===== src/hw/rtl/assert_macros.svh =====
// Assertion macros used by the top-level RTL file for its concurrent checks.
`ifndef ASSERT_MACROS_SVH
`define ASSERT_MACROS_SVH

// Expression must hold at every clock edge outside reset.
`define ASSERT_ALWAYS(label, expr, msg) \
  label: assert property (@(posedge clk) disable iff (rst) (expr)) else $error(msg);

// Consequent must hold in the same cycle as the antecedent, outside reset.
`define ASSERT_IMPLIES(label, ante, cons, msg) \
  label: assert property (@(posedge clk) disable iff (rst) (ante) |-> (cons)) else $error(msg);

// Check with no reset disable, so it is also live while reset is high.
`define ASSERT_NO_DISABLE(label, ante, cons, msg) \
  label: assert property (@(posedge clk) (ante) |-> (cons)) else $error(msg);

`endif


===== src/hw/rtl/shp_pkg.sv =====
// Shared types and constants of the 3x3 RGB sharpen filter.
package shp_pkg;

  localparam int CHAN_W       = 8;
  localparam int PIX_W        = 3 * CHAN_W;
  localparam int COL_W        = 10;
  localparam int ROW_W        = 12;
  localparam int CFG_INDEX_W  = 2;
  localparam int CFG_DATA_W   = 16;
  localparam int WIDTH_REG_W  = 11;
  localparam int HEIGHT_REG_W = 13;
  localparam int TAPS         = 9;
  localparam int CENTRE_TAP   = 4;
  localparam int WINDOW_TAPS  = 6;
  localparam int MAX_RESULTS  = 3;
  localparam int CNT_W        = 2;
  localparam int MIN_DIM      = 3;
  localparam int CENTRE_GAIN  = 9;
  localparam int CHAN_MAX     = 255;

  typedef logic [PIX_W-1:0]       pixel_t;
  typedef logic [CFG_INDEX_W-1:0] cfg_index_t;

  // Register indexes on the configuration port
  localparam cfg_index_t REG_IMAGE_WIDTH  = cfg_index_t'(0);
  localparam cfg_index_t REG_IMAGE_HEIGHT = cfg_index_t'(1);

  localparam logic [WIDTH_REG_W-1:0]  WIDTH_RESET  = 11'd1024;
  localparam logic [HEIGHT_REG_W-1:0] HEIGHT_RESET = 13'd768;

  // One line buffer entry: pixel two rows up and one row up
  typedef struct packed {
    pixel_t upper;
    pixel_t lower;
  } lb_entry_t;

  typedef struct packed {
    pixel_t           px;
    logic [COL_W-1:0] col;
    logic [ROW_W-1:0] row;
  } result_t;

  // All results caused by one input pixel, packed from slot 0
  typedef struct packed {
    logic [CNT_W-1:0]                cnt;
    result_t [MAX_RESULTS-1:0]       slot;
  } bundle_t;

endpackage


===== src/hw/rtl/shp_kernel.sv =====
// 3x3 sharpen kernel: nine times the centre minus the eight neighbours, clamped.
module shp_kernel (
  input  shp_pkg::pixel_t nb [shp_pkg::TAPS],
  output shp_pkg::pixel_t sharp
);
  import shp_pkg::*;

  // 9*255 down to -8*255 fits in 13 bits two's complement
  localparam int ACC_W = 13;

  logic [ACC_W-1:0] acc [3];

  always_comb begin
    sharp = '0;
    for (int ch = 0; ch < 3; ch++) begin
      acc[ch] = ACC_W'(CENTRE_GAIN * int'(nb[CENTRE_TAP][ch*CHAN_W +: CHAN_W]));
      for (int k = 0; k < TAPS; k++) begin
        if (k != CENTRE_TAP) begin
          acc[ch] = acc[ch] - ACC_W'(nb[k][ch*CHAN_W +: CHAN_W]);
        end
      end
      // clamp to the channel range
      if (acc[ch][ACC_W-1]) begin
        sharp[ch*CHAN_W +: CHAN_W] = '0;
      end else if (|acc[ch][ACC_W-2:CHAN_W]) begin
        sharp[ch*CHAN_W +: CHAN_W] = CHAN_W'(CHAN_MAX);
      end else begin
        sharp[ch*CHAN_W +: CHAN_W] = acc[ch][CHAN_W-1:0];
      end
    end
  end

endmodule


===== config.mk =====
export PLATFORM = sky130hd
export DESIGN_NAME = shp_kernel
export DESIGN_NICKNAME = d
export VERILOG_FILES = /design/src/hw/rtl/assert_macros.svh /design/src/hw/rtl/shp_pkg.sv /design/src/hw/rtl/shp_kernel.sv
export SDC_FILE = /design/constraint.sdc
export NUM_CORES = 1
export LEC_CHECK = 0
export BUFFER_PORTS_ARGS = -buffer_cell sky130_fd_sc_hd__buf_2
export CAP_MARGIN = 20
export CORE_MARGIN = 8
export CORE_UTILIZATION = 55
export DETAILED_ROUTE_END_ITERATION = 16
export GPL_TIMING_DRIVEN = 0
export PLACE_DENSITY_LB_ADDON = 0.25
export RECOVER_POWER = 25
export SYNTH_ARGS = -nofsm -noshare
export SYNTH_HDL_FRONTEND = slang
export SYNTH_SLANG_ARGS = --single-unit

===== constraint.sdc =====
create_clock -name vclk -period 6.8
set_input_delay 0.34 -clock vclk [all_inputs]
set_output_delay 0.34 -clock vclk [all_outputs]
set_load 0.05 [all_outputs]

; Word-level counts from Yosys, hierarchy flattened
; Index checks and enable logic that the tools add are counted.
; W data, S select, Z words.
[totals]
register_bits = 0
input_bits = 216
output_inout_bits = 24
elab_cells = 36
[classes]
addsub = 24
n_mul = 3
mux = 6
n_reduce_logical = 3
[ops]
columns = cell, count
row1 = $sub A13 B8 Y13, 21
row2 = $mux W8, 6
row3 = $sub A12 B8 Y13, 3
row4 = $mul A4 B8 Y12 const A, 3
row5 = $reduce_or A4 Y1, 3

; Depth between registers and ports, before layout
[depth]
ltp_word = 12
depth_mapped = 18
mapped_depth_nobuf = 18

; Worst setup path after synthesis
; No wires, ideal clock.
[synth_timing]
path_kind = input -> output
from = in nb[66] (netlist bit)
to = out sharp[16]
arrival_ns = 5.117
t_required_ns = 6.460
setup_slack_ns = 1.343
cell_stages = 14
n_path_buf = 0
path_cell_list = inv_1 > fa_1 > fa_1 > fa_1 > fa_1 > inv_1 > fa_1 > fa_1 > and2b_1 > o2111ai_2 > and4b_2 > a211oi_1 > nor4_4 > a21oi_1
[synth_between]
elab_chain_cells = 6
[synth_lines]
columns = element, line
row1 = "start, declared", shp_kernel.sv:3  ; input shp_pkg::pixel_t nb [shp_pkg::TAPS],
row2 = $sub A13 B8 Y13 * (3 in a row), shp_kernel.sv:19  ; acc[ch] = acc[ch] - ACC_W'(nb[k][ch*CHAN_W +: CHAN_W]);
row3 = $reduce_or A4 Y1, shp_kernel.sv:25  ; end else if (|acc[ch][ACC_W-2:CHAN_W]) begin
row4 = $mux W8, shp_kernel.sv:25
row5 = $mux W8 *, shp_kernel.sv:23  ; if (acc[ch][ACC_W-1]) begin
row6 = "end, declared", shp_kernel.sv:4  ; output shp_pkg::pixel_t sharp
; Mark *: on every way between the ends. The rest lies on a longest branch, timed or not.

; Final worst setup path
[layout_timing]
from = in nb[50] (netlist bit)
to = out sharp[2]
; The elaborated chain is that of the path after synthesis.

==> run_results.csv <==
group,metric,value,unit
run_status,status,"finished, final reports clean",
synthesis,synth_common_cells,"inv_1 (373), fa_1 (186), ha_1 (72)",
synthesis,yosysSeqAreaShare,0,
final_layout,final_area,0.00869,mm2
final_layout,multi_input_area,0.00585,mm2
synthesis,syn_nets,1287,
clock_tree,cts-resized-gates,0,
synthesis,yosysUniqueCellTypes,48,
global_route,groute.usage.overall,0.182,
place,place_area,0.00869,mm2
detailed_routing,wl,15200,um
sta,fin_crit,5640,ps
place,hpwl,14800,um
detailed_routing,drtAntennaViolNets,0,
place,routabilityCongestion,0.842,
floorplan,io_pins,240,
synthesis,syn_inst,813,
detailed_routing,wl_per_cell,12.4,um
detailed_routing,viasPerCell,4.61,
floorplan,die_h,131,um
sta,finalHoldViolCount,0,
sta,post-route-period-util,0.829,
floorplan,die_area,0.0172,mm2
floorplan,start_util,0.556,
synthesis,synthTopCellsByArea,"fa_1 (51%), inv_1 (19%), ha_1 (12%)",
floorplan,die_w,131,um
setup_path,start_kind,"input port",
global_route,grt_max_degree,9,
sta,setup_slack,1160,ps
global_route,gr-total-overflow,0,
sta,maxSlewViolCount,0,
worst_hold_path,min_from,"nb[104]",
place,io_buffers,240,
sta,fmax,0.177,GHz
final_layout,areaGrowthSynthToFinish,19.5,%
clock_tree,cts_setup_buffers,0,
setup_path,crit_arrival,5300,ps
sta,maxSlewHeadroom,0.591,
setup_path,end_kind,"output pin",
global_route,grt_pass1_vias,6159,
detailed_routing,num_vias,5675,
floorplan,rows,42,
synthesis,yosysMostFrequentCell,"inv_1",
final_layout,fill_cells,1098,
setup_path,required,6460,ps
sta,fin_setup_tns,0,ps
final_layout,nClkBuffers,0,
final_layout,seq_area,0,um2
sta,rsz0062_at_grt,"no",
final_layout,drive_above_1_share,0.238,
sta,tightest_slew,617,ps
global_route,grt_pass1_wl,25700,um
global_route,antenna_found_initial,0,
synthesis,syn_area_per_cell,8.94,um2
setup_path,crit_start,"nb[50]",
detailed_routing,drcViolationCount,0,
place,pre_cts_slack,1260,ps
sta,whs,1380,ps
final_layout,seq_cells,0,
setup_path,critical_path_class,"in2out",
synthesis,yosys_warnings,0,
floorplan,core,0.0131,mm2
final_layout,nNetsFinal,1529,
detailed_routing,drt_first_pass_iters,4,
clock_tree,postCtsHoldBufs,0,
sta,setup_viol,0,
setup_path,worst-path-max-fanout,8,
synthesis,synth_area,0.00727,mm2
job,cap_viol_max_count,0,
synthesis,synth_top_area_frac,0.512,
worst_hold_path,hold_path_class,"in2out",
detailed_routing,drt_iter0_drc,105,
synthesis,synth_largest_area_cell,"fa_1",
cell type report:
| type | count | share of cell area |
|---|---|---|
| Buffer | 3 | 0.00216 |
| Tap cell | 176 | 0.0253 |
| Inverter | 373 | 0.161 |
| Antenna cell | 1 | 0.000288 |
| Timing Repair Buffer | 240 | 0.138 |
| Multi-Input combinational cell | 437 | 0.674 |
cell usage in the layout (no fill, tap or decap), types with 8 or more instances in the layout:
cell type | synthesis | routed
inv_1 | 373 | 373
buf_2 | 1 | 236
fa_1 | 186 | 186
ha_1 | 72 | 72
a21oi_1 | 37 | 37
xnor2_1 | 13 | 13
a21o_1 | 13 | 13
nor2_1 | 13 | 13
xor2_1 | 12 | 12
o21ai_0 | 11 | 11
nand2b_1 | 10 | 10
nand2_1 | 8 | 8
critical path, cell delays in order:
cell and delay (ps):
buf_2 70, inv_1 40, fa_1 500, fa_1 580, fa_1 430, fa_1 490
inv_1 50, fa_1 520, inv_1 50, ha_1 280, a211oi_1 330, o21ai_1 200
a311oi_1 450, nand2b_1 150, nor2b_1 170, clkbuf_1 330, a21oi_1 80, buf_2 230
stage by stage:
step	utilization	cells
6_report	0.664	1230
5_1_grt	0.664	1229
4_1_cts	0.664	1229
3_5_place_dp	0.664	1229
3_3_place_gp	0.664	1229
2_1_floorplan	-	813
logic make-up after synthesis:
family | Yosys count | share of synthesized area
xor+xnor | 25 | 0.0301
compound gates | 102 | 0.0951
fa+ha+maj | 260 | 0.639
buf+inv | 376 | 0.195
mux | 3 | 0.00430
simple gates | 47 | 0.0366
path summary, 6_finish.rpt:
path | endpoint | slack [ps] | cells after the start
max | sharp[2] | 1160 | 18
min | sharp[8] | 1380 | 5
layer usage:
layer  GRT usage  routed length (um)  vias up
li1            -                   -     2784
met1       0.231                6050     2762
met2       0.339                8140      123
met3      0.0207                 939        6
met4      0.0115                  76        0
met5           0                   0        -
Power is left out: the tool's default activity adds up to more than one toggle a clock period on the data nets, which glitch-free logic cannot reach.
