===== config.mk =====
export PLATFORM = sky130hd
export DESIGN_NAME = shp_emitter
export DESIGN_NICKNAME = d
export VERILOG_FILES = /design/src/hw/rtl/assert_macros.svh /design/src/hw/rtl/shp_pkg.sv /design/src/hw/rtl/shp_emitter.sv
export SDC_FILE = /design/constraint.sdc
export NUM_CORES = 1
export LEC_CHECK = 0
export ABC_AREA = 1
export BUFFER_PORTS_ARGS = -buffer_cell sky130_fd_sc_hd__buf_2
export CAP_MARGIN = 20
export CORE_AREA = 4 4 156 158
export DETAILED_ROUTE_END_ITERATION = 6
export DIE_AREA = 0 0 160 162
export PLACE_DENSITY = 0.5
export SYNTH_ARGS = -nofsm -noshare
export SYNTH_HDL_FRONTEND = slang
export SYNTH_SLANG_ARGS = --single-unit
export TNS_END_PERCENT = 1

===== constraint.sdc =====
create_clock -name clk -period 6 [get_ports clk]
set_input_delay 0.9 -clock clk [delete_from_list [all_inputs] [get_ports clk]]
set_output_delay 0.9 -clock clk [all_outputs]
set_load 0.02 [all_outputs]

===== src/hw/rtl/assert_macros.svh =====
// Assertion macros used by the top-level RTL file for its concurrent checks.
`ifndef ASSERT_MACROS_SVH
`define ASSERT_MACROS_SVH

// Expression must hold at every clock edge outside reset.
`define ASSERT_ALWAYS(label, expr, msg) \
  label: assert property (@(posedge clk) disable iff (rst) (expr)) else $error(msg);

// Consequent must hold in the same cycle as the antecedent, outside reset.
`define ASSERT_IMPLIES(label, ante, cons, msg) \
  label: assert property (@(posedge clk) disable iff (rst) (ante) |-> (cons)) else $error(msg);

// Check with no reset disable, so it is also live while reset is high.
`define ASSERT_NO_DISABLE(label, ante, cons, msg) \
  label: assert property (@(posedge clk) (ante) |-> (cons)) else $error(msg);

`endif


===== src/hw/rtl/shp_pkg.sv =====
// Shared types and constants of the 3x3 RGB sharpen filter.
package shp_pkg;

  localparam int CHAN_W       = 8;
  localparam int PIX_W        = 3 * CHAN_W;
  localparam int COL_W        = 10;
  localparam int ROW_W        = 12;
  localparam int CFG_INDEX_W  = 2;
  localparam int CFG_DATA_W   = 16;
  localparam int WIDTH_REG_W  = 11;
  localparam int HEIGHT_REG_W = 13;
  localparam int TAPS         = 9;
  localparam int CENTRE_TAP   = 4;
  localparam int WINDOW_TAPS  = 6;
  localparam int MAX_RESULTS  = 3;
  localparam int CNT_W        = 2;
  localparam int MIN_DIM      = 3;
  localparam int CENTRE_GAIN  = 9;
  localparam int CHAN_MAX     = 255;

  typedef logic [PIX_W-1:0]       pixel_t;
  typedef logic [CFG_INDEX_W-1:0] cfg_index_t;

  // Register indexes on the configuration port
  localparam cfg_index_t REG_IMAGE_WIDTH  = cfg_index_t'(0);
  localparam cfg_index_t REG_IMAGE_HEIGHT = cfg_index_t'(1);

  localparam logic [WIDTH_REG_W-1:0]  WIDTH_RESET  = 11'd1024;
  localparam logic [HEIGHT_REG_W-1:0] HEIGHT_RESET = 13'd768;

  // One line buffer entry: pixel two rows up and one row up
  typedef struct packed {
    pixel_t upper;
    pixel_t lower;
  } lb_entry_t;

  typedef struct packed {
    pixel_t           px;
    logic [COL_W-1:0] col;
    logic [ROW_W-1:0] row;
  } result_t;

  // All results caused by one input pixel, packed from slot 0
  typedef struct packed {
    logic [CNT_W-1:0]                cnt;
    result_t [MAX_RESULTS-1:0]       slot;
  } bundle_t;

endpackage


===== src/hw/rtl/shp_emitter.sv =====
// Result bundle register and output register: sends one result per transfer.
module shp_emitter (
  input  logic              clk,
  input  logic              rst,
  input  logic              load_valid,
  input  shp_pkg::bundle_t  load,
  output logic              load_ready,
  output logic              result_valid,
  input  logic              result_stall,
  output shp_pkg::result_t  res,
  output logic              res_last
);
  import shp_pkg::*;

  logic             b_valid;
  logic [CNT_W-1:0] b_cnt;
  logic [CNT_W-1:0] b_idx;
  result_t          b_slot [MAX_RESULTS];

  logic out_free;
  logic emit;
  logic b_last;

  // output register can take a result when empty or being drained
  assign out_free   = !result_valid || !result_stall;
  assign emit       = b_valid && out_free;
  assign b_last     = (b_idx == b_cnt - CNT_W'(1));
  assign load_ready = !b_valid || (emit && b_last);

  // bundle control
  always_ff @(posedge clk) begin
    if (rst) begin
      b_valid <= 1'b0;
      b_idx   <= '0;
      b_cnt   <= '0;
    end else if (load_valid && load_ready) begin
      b_valid <= 1'b1;
      b_idx   <= '0;
      b_cnt   <= load.cnt;
    end else if (emit && b_last) begin
      b_valid <= 1'b0;
    end else if (emit) begin
      b_idx <= b_idx + CNT_W'(1);
    end
  end

  // bundle payload
  always_ff @(posedge clk) begin
    if (load_valid && load_ready) begin
      for (int i = 0; i < MAX_RESULTS; i++) begin
        b_slot[i] <= load.slot[i];
      end
    end
  end

  // output register
  always_ff @(posedge clk) begin
    if (rst) begin
      result_valid <= 1'b0;
    end else if (emit) begin
      result_valid <= 1'b1;
    end else if (!result_stall) begin
      result_valid <= 1'b0;
    end
  end

  always_ff @(posedge clk) begin
    if (emit) begin
      res      <= b_slot[b_idx];
      res_last <= b_last;
    end
  end

endmodule


; ---- Word-level counts from Yosys, hierarchy flattened
; Memory sizes are Yosys's and may differ from the RTL's. A register that Yosys moved wholly into a read port is not among the register bits.
; Index checks and enable logic that the tools add are counted.
[op_classes]
muxes = 6
add_sub_neg = 2
bitwise_logic = 1
eq_ne = 2
reduce_logical = 11
[op_table]
columns = op, count
row1 = $mux W1, 6
row2 = $logic_and A1 B1 Y1, 3
row3 = $logic_not A1 Y1, 3
row4 = $add A2 B1 Y2 const B, 1
row5 = $eq A2 B2 Y1, 1
row6 = $logic_or A1 B1 Y1, 2
row7 = $ne A2 B1 Y1 const B, 1
row8 = $reduce_and A2 Y1, 1
row9 = $reduce_bool A2 Y1, 1
row10 = $reduce_or A2 Y1, 1
row11 = $sub A2 B1 Y2 const B, 1
row12 = $not A1 Y1, 1
[totals]
mem_count = 1
reg_bits = 7
mem_bits_rw = 138
[mem_list]
columns = name, depth, width, rd, rd_clocked_by_memory_dff, wr, line_no
row1 = b_slot, 3, 46, 1, 1, 3, shp_emitter.sv:18  ; result_t b_slot [MAX_RESULTS];

; ---- Logic depth before layout (Yosys ltp)
[logic_depth]
depth_word = 8
mapped_depth = 10
mapped_depth_nobuf = 10

; ---- Least setup slack after synthesis
; OpenSTA, ideal clock, no wires.
[synth_timing]
kind = input port to flip-flop
from = input result_stall
to = memory b_slot[0][0] (netlist name) (enable)
cell_stages = 5
n_path_buf = 0
arrival_ps = 4017
setup_time_ps = 491
setup_slack_ps = 1492
cell_sequence = nand2_1 -> nand3_1 -> nand2_2 -> nand2_2 -> inv_1
[synth_rtl]
columns = element, line_no
row1 = from (decl), shp_emitter.sv:9  ; input logic result_stall,
row2 = to (decl), shp_emitter.sv:18

==> results.cfg <==
[clock_network]
path_clk_slew_ns = 0.07
clk_root_buffer_cell = clkbuf_16
cts_max_level = 4
cts_buffer_depth = 2
ctsResizeCount = 0
cts_hold_buf = 0
cts_setup_buffers = 0
insertion_delay_ns = 0.42
clock-sinks = 191
cts_buffers = 17
cts_tree = yes

[finish]
final_cell_mix = 192 x buf_2, 185 x edfxtp_1, 96 x a21oi_1, 61 x nand2_1, 50 x nor2_1
area_growth_pct = 28.9
layout_commonest_cell = buf_2
drive_above_1_share_pct = 36.2
final_core_util_pct = 37.7
diodes = 0
final_area_mm2 = 0.00872
nets = 778

[floorplanning]
die_h_um = 162
die-area_mm2 = 0.0259
ios = 193
start_util_pct = 29.3
core_area_mm2 = 0.0231
rows = 56
die_x_um = 160

[pwr]
seq_power_share_pct = 52.4
power.switching_mw = 0.688
vdd_drop_max_mv = 0.186
total_power_mw = 3.12
p_comb_share_pct = 8.2
cellPowerDensity_mw_per_mm2 = 358
power_frac_clock_pct = 39.4
p_int_mw = 2.43
switching_share_pct = 22.0
leakage_nw = 3.43

[placed_design]
place_ws_ns = 1.94
gp_congestion = 0.760
dpl-instance-area_mm2 = 0.00803
dpl.hpwl_mm = 10.6
place.port_buffers = 192

[global_route]
grt_pass1_vias = 4361
use_met2_pct = 20.4
grt_most_used_layer = met2
grt_pass1_wl_mm = 24.0
antenna_found_initial = 0
grtUsageTotal_pct = 12.1
grt_util_met3_pct = 3.93
grt_overflow_total = 0
grt_start_max_net_pins = 54
grt.met1_usage_pct = 15.1

[synth]
synth_area_leaders = edfxtp_1 82%, a21oi_1 7.1%, nand2_1 3.4%
synthesis.area_mm2 = 0.00677
synth_cells = 438
ys_warn_count = 0
syn_avg_cell_area_um2 = 15.4
yosysUniqueCellTypes = 12
syn_nets = 582
ys_ff_latch = 191
yosysTopAreaCellShare_pct = 82.1
ys_seq_area_share_pct = 83.9
yosysTopAreaCell = edfxtp_1

[critical_path]
r2r_start = b_idx[0]
r2r-end = b_slot[1][3]
startpoint = b_idx[0]
criticalPathCategory = flop to flop
cp-end-kind = flop
rr_worst_depth = 9
cp_max_fo = 53
rrSetupSlack_ns = 2.59
worstSetupEndpoint = b_slot[1][3]
cp.arrival_ns = 3.46
cp.required_ns = 6.05
start_kind = flop

[sta]
timing.final.crit_share_pct = 56.9
period_minus_slack_ns = 3.41
setup_viol = 0
worst_slew_pin_slew_ns = 0.992
timing.setup.tns_ns = 0
rsz0062_at_grt = no
hold_viol = 0
final.setup_skew_ns = 0.0102
drv_slew = 0
relSlewSlack_pct = 33.8
timing.fmax_mhz = 293
worst_slack_ns = 2.59

[route]
dr.pass1.iters = 4
via_count = 4102
drtIter0Drc = 211
wirelength_mm = 16.0
drtAntennaViolNets = 0
drc_errors = 0
post_drt_wl_per_cell_um = 17.0
avgViaCountPerCell = 4.38

[worst_hold_path]
whs_path_depth = 2
hp-class = flop to flop

[job]
drv_cap = 0

[run_status]
status = finished, final reports clean
==> worst max-delay path: stages, from the launching register on <==
cell and delay, ns:
dfxtp_2 0.50, buf_16 0.26, inv_2 0.66, nand2_1 0.11, nand2_1 0.12, nand3_1 0.08
nand2_2 0.14, nand2_2 0.10, inv_4 0.37, buf_4 0.62
==> sequential cells by signal, summed over array words and instances (netlist names) <==
register and count:
b_slot 138, b_cnt 2, b_idx 2, res 46, b_valid 1, result_valid 1, res_last 1
==> cells in the mapped netlist <==
cell type	instances
nand3_1	5
clkbuf_1	2
inv_1	10
xor2_1	2
nand2_1	61
dfxtp_1	6
nand2_2	2
edfxtp_1	185
nor2_1	50
inv_2	1
a21oi_1	96
buf_2	18
==> power groups by stage <==
stage | registers (mW) | clock network (mW) | logic, mW
after floorplan | 1.70 | 0 | 0.102
after global placement | 1.67 | 0 | 0.245
after detailed placement | 1.67 | 0 | 0.254
after CTS | 1.64 | 1.26 | 0.255
after global routing | 1.64 | 1.32 | 0.281
final | 1.64 | 1.23 | 0.255
==> logic make-up after synthesis <==
group	count (synthesis)	synth area share [%]
compound gates	96	7.10
buf+inv	31	2.05
xor+xnor	2	0.259
simple gates	118	6.71
flops	191	83.9
==> through the flow <==
step,std cells,hold slack (ns)
6_report,937,0.508
5_1_grt,937,0.535
4_1_cts,935,0.510
3_5_place_dp,903,0.501
3_3_place_gp,902,0.504
2_1_floorplan,438,0.467
==> metal layers <==
| layer | vias up | share of wire [%] |
|---|---|---|
| met5 | - | 0 |
| met4 | 0 | 1.2 |
| met3 | 17 | 6.0 |
| met2 | 142 | 50 |
| met1 | 1961 | 43 |
| li1 | 1982 | - |
==> area by class of cell <==
cell class | count | area [um^2]
fillers | 2243 | 14400
flip-flops and latches | 191 | 5680
repair buffers | 197 | 1040
multi-input cells | 216 | 952
clock buffers | 19 | 433
well taps | 290 | 363
clock inverters | 13 | 208
inverters | 11 | 43.8
==> worst min path at each step <==
stage                            start            to  slack [ns]
after CTS                 result_valid  result_valid        0.51
after floorplan                b_valid  result_valid        0.47
after detailed placement  result_valid  result_valid        0.50
after global placement         b_valid  result_valid        0.50
after global routing      result_valid  result_valid        0.54
final                     result_valid  result_valid        0.51
(Power assumes the default switching activity.)
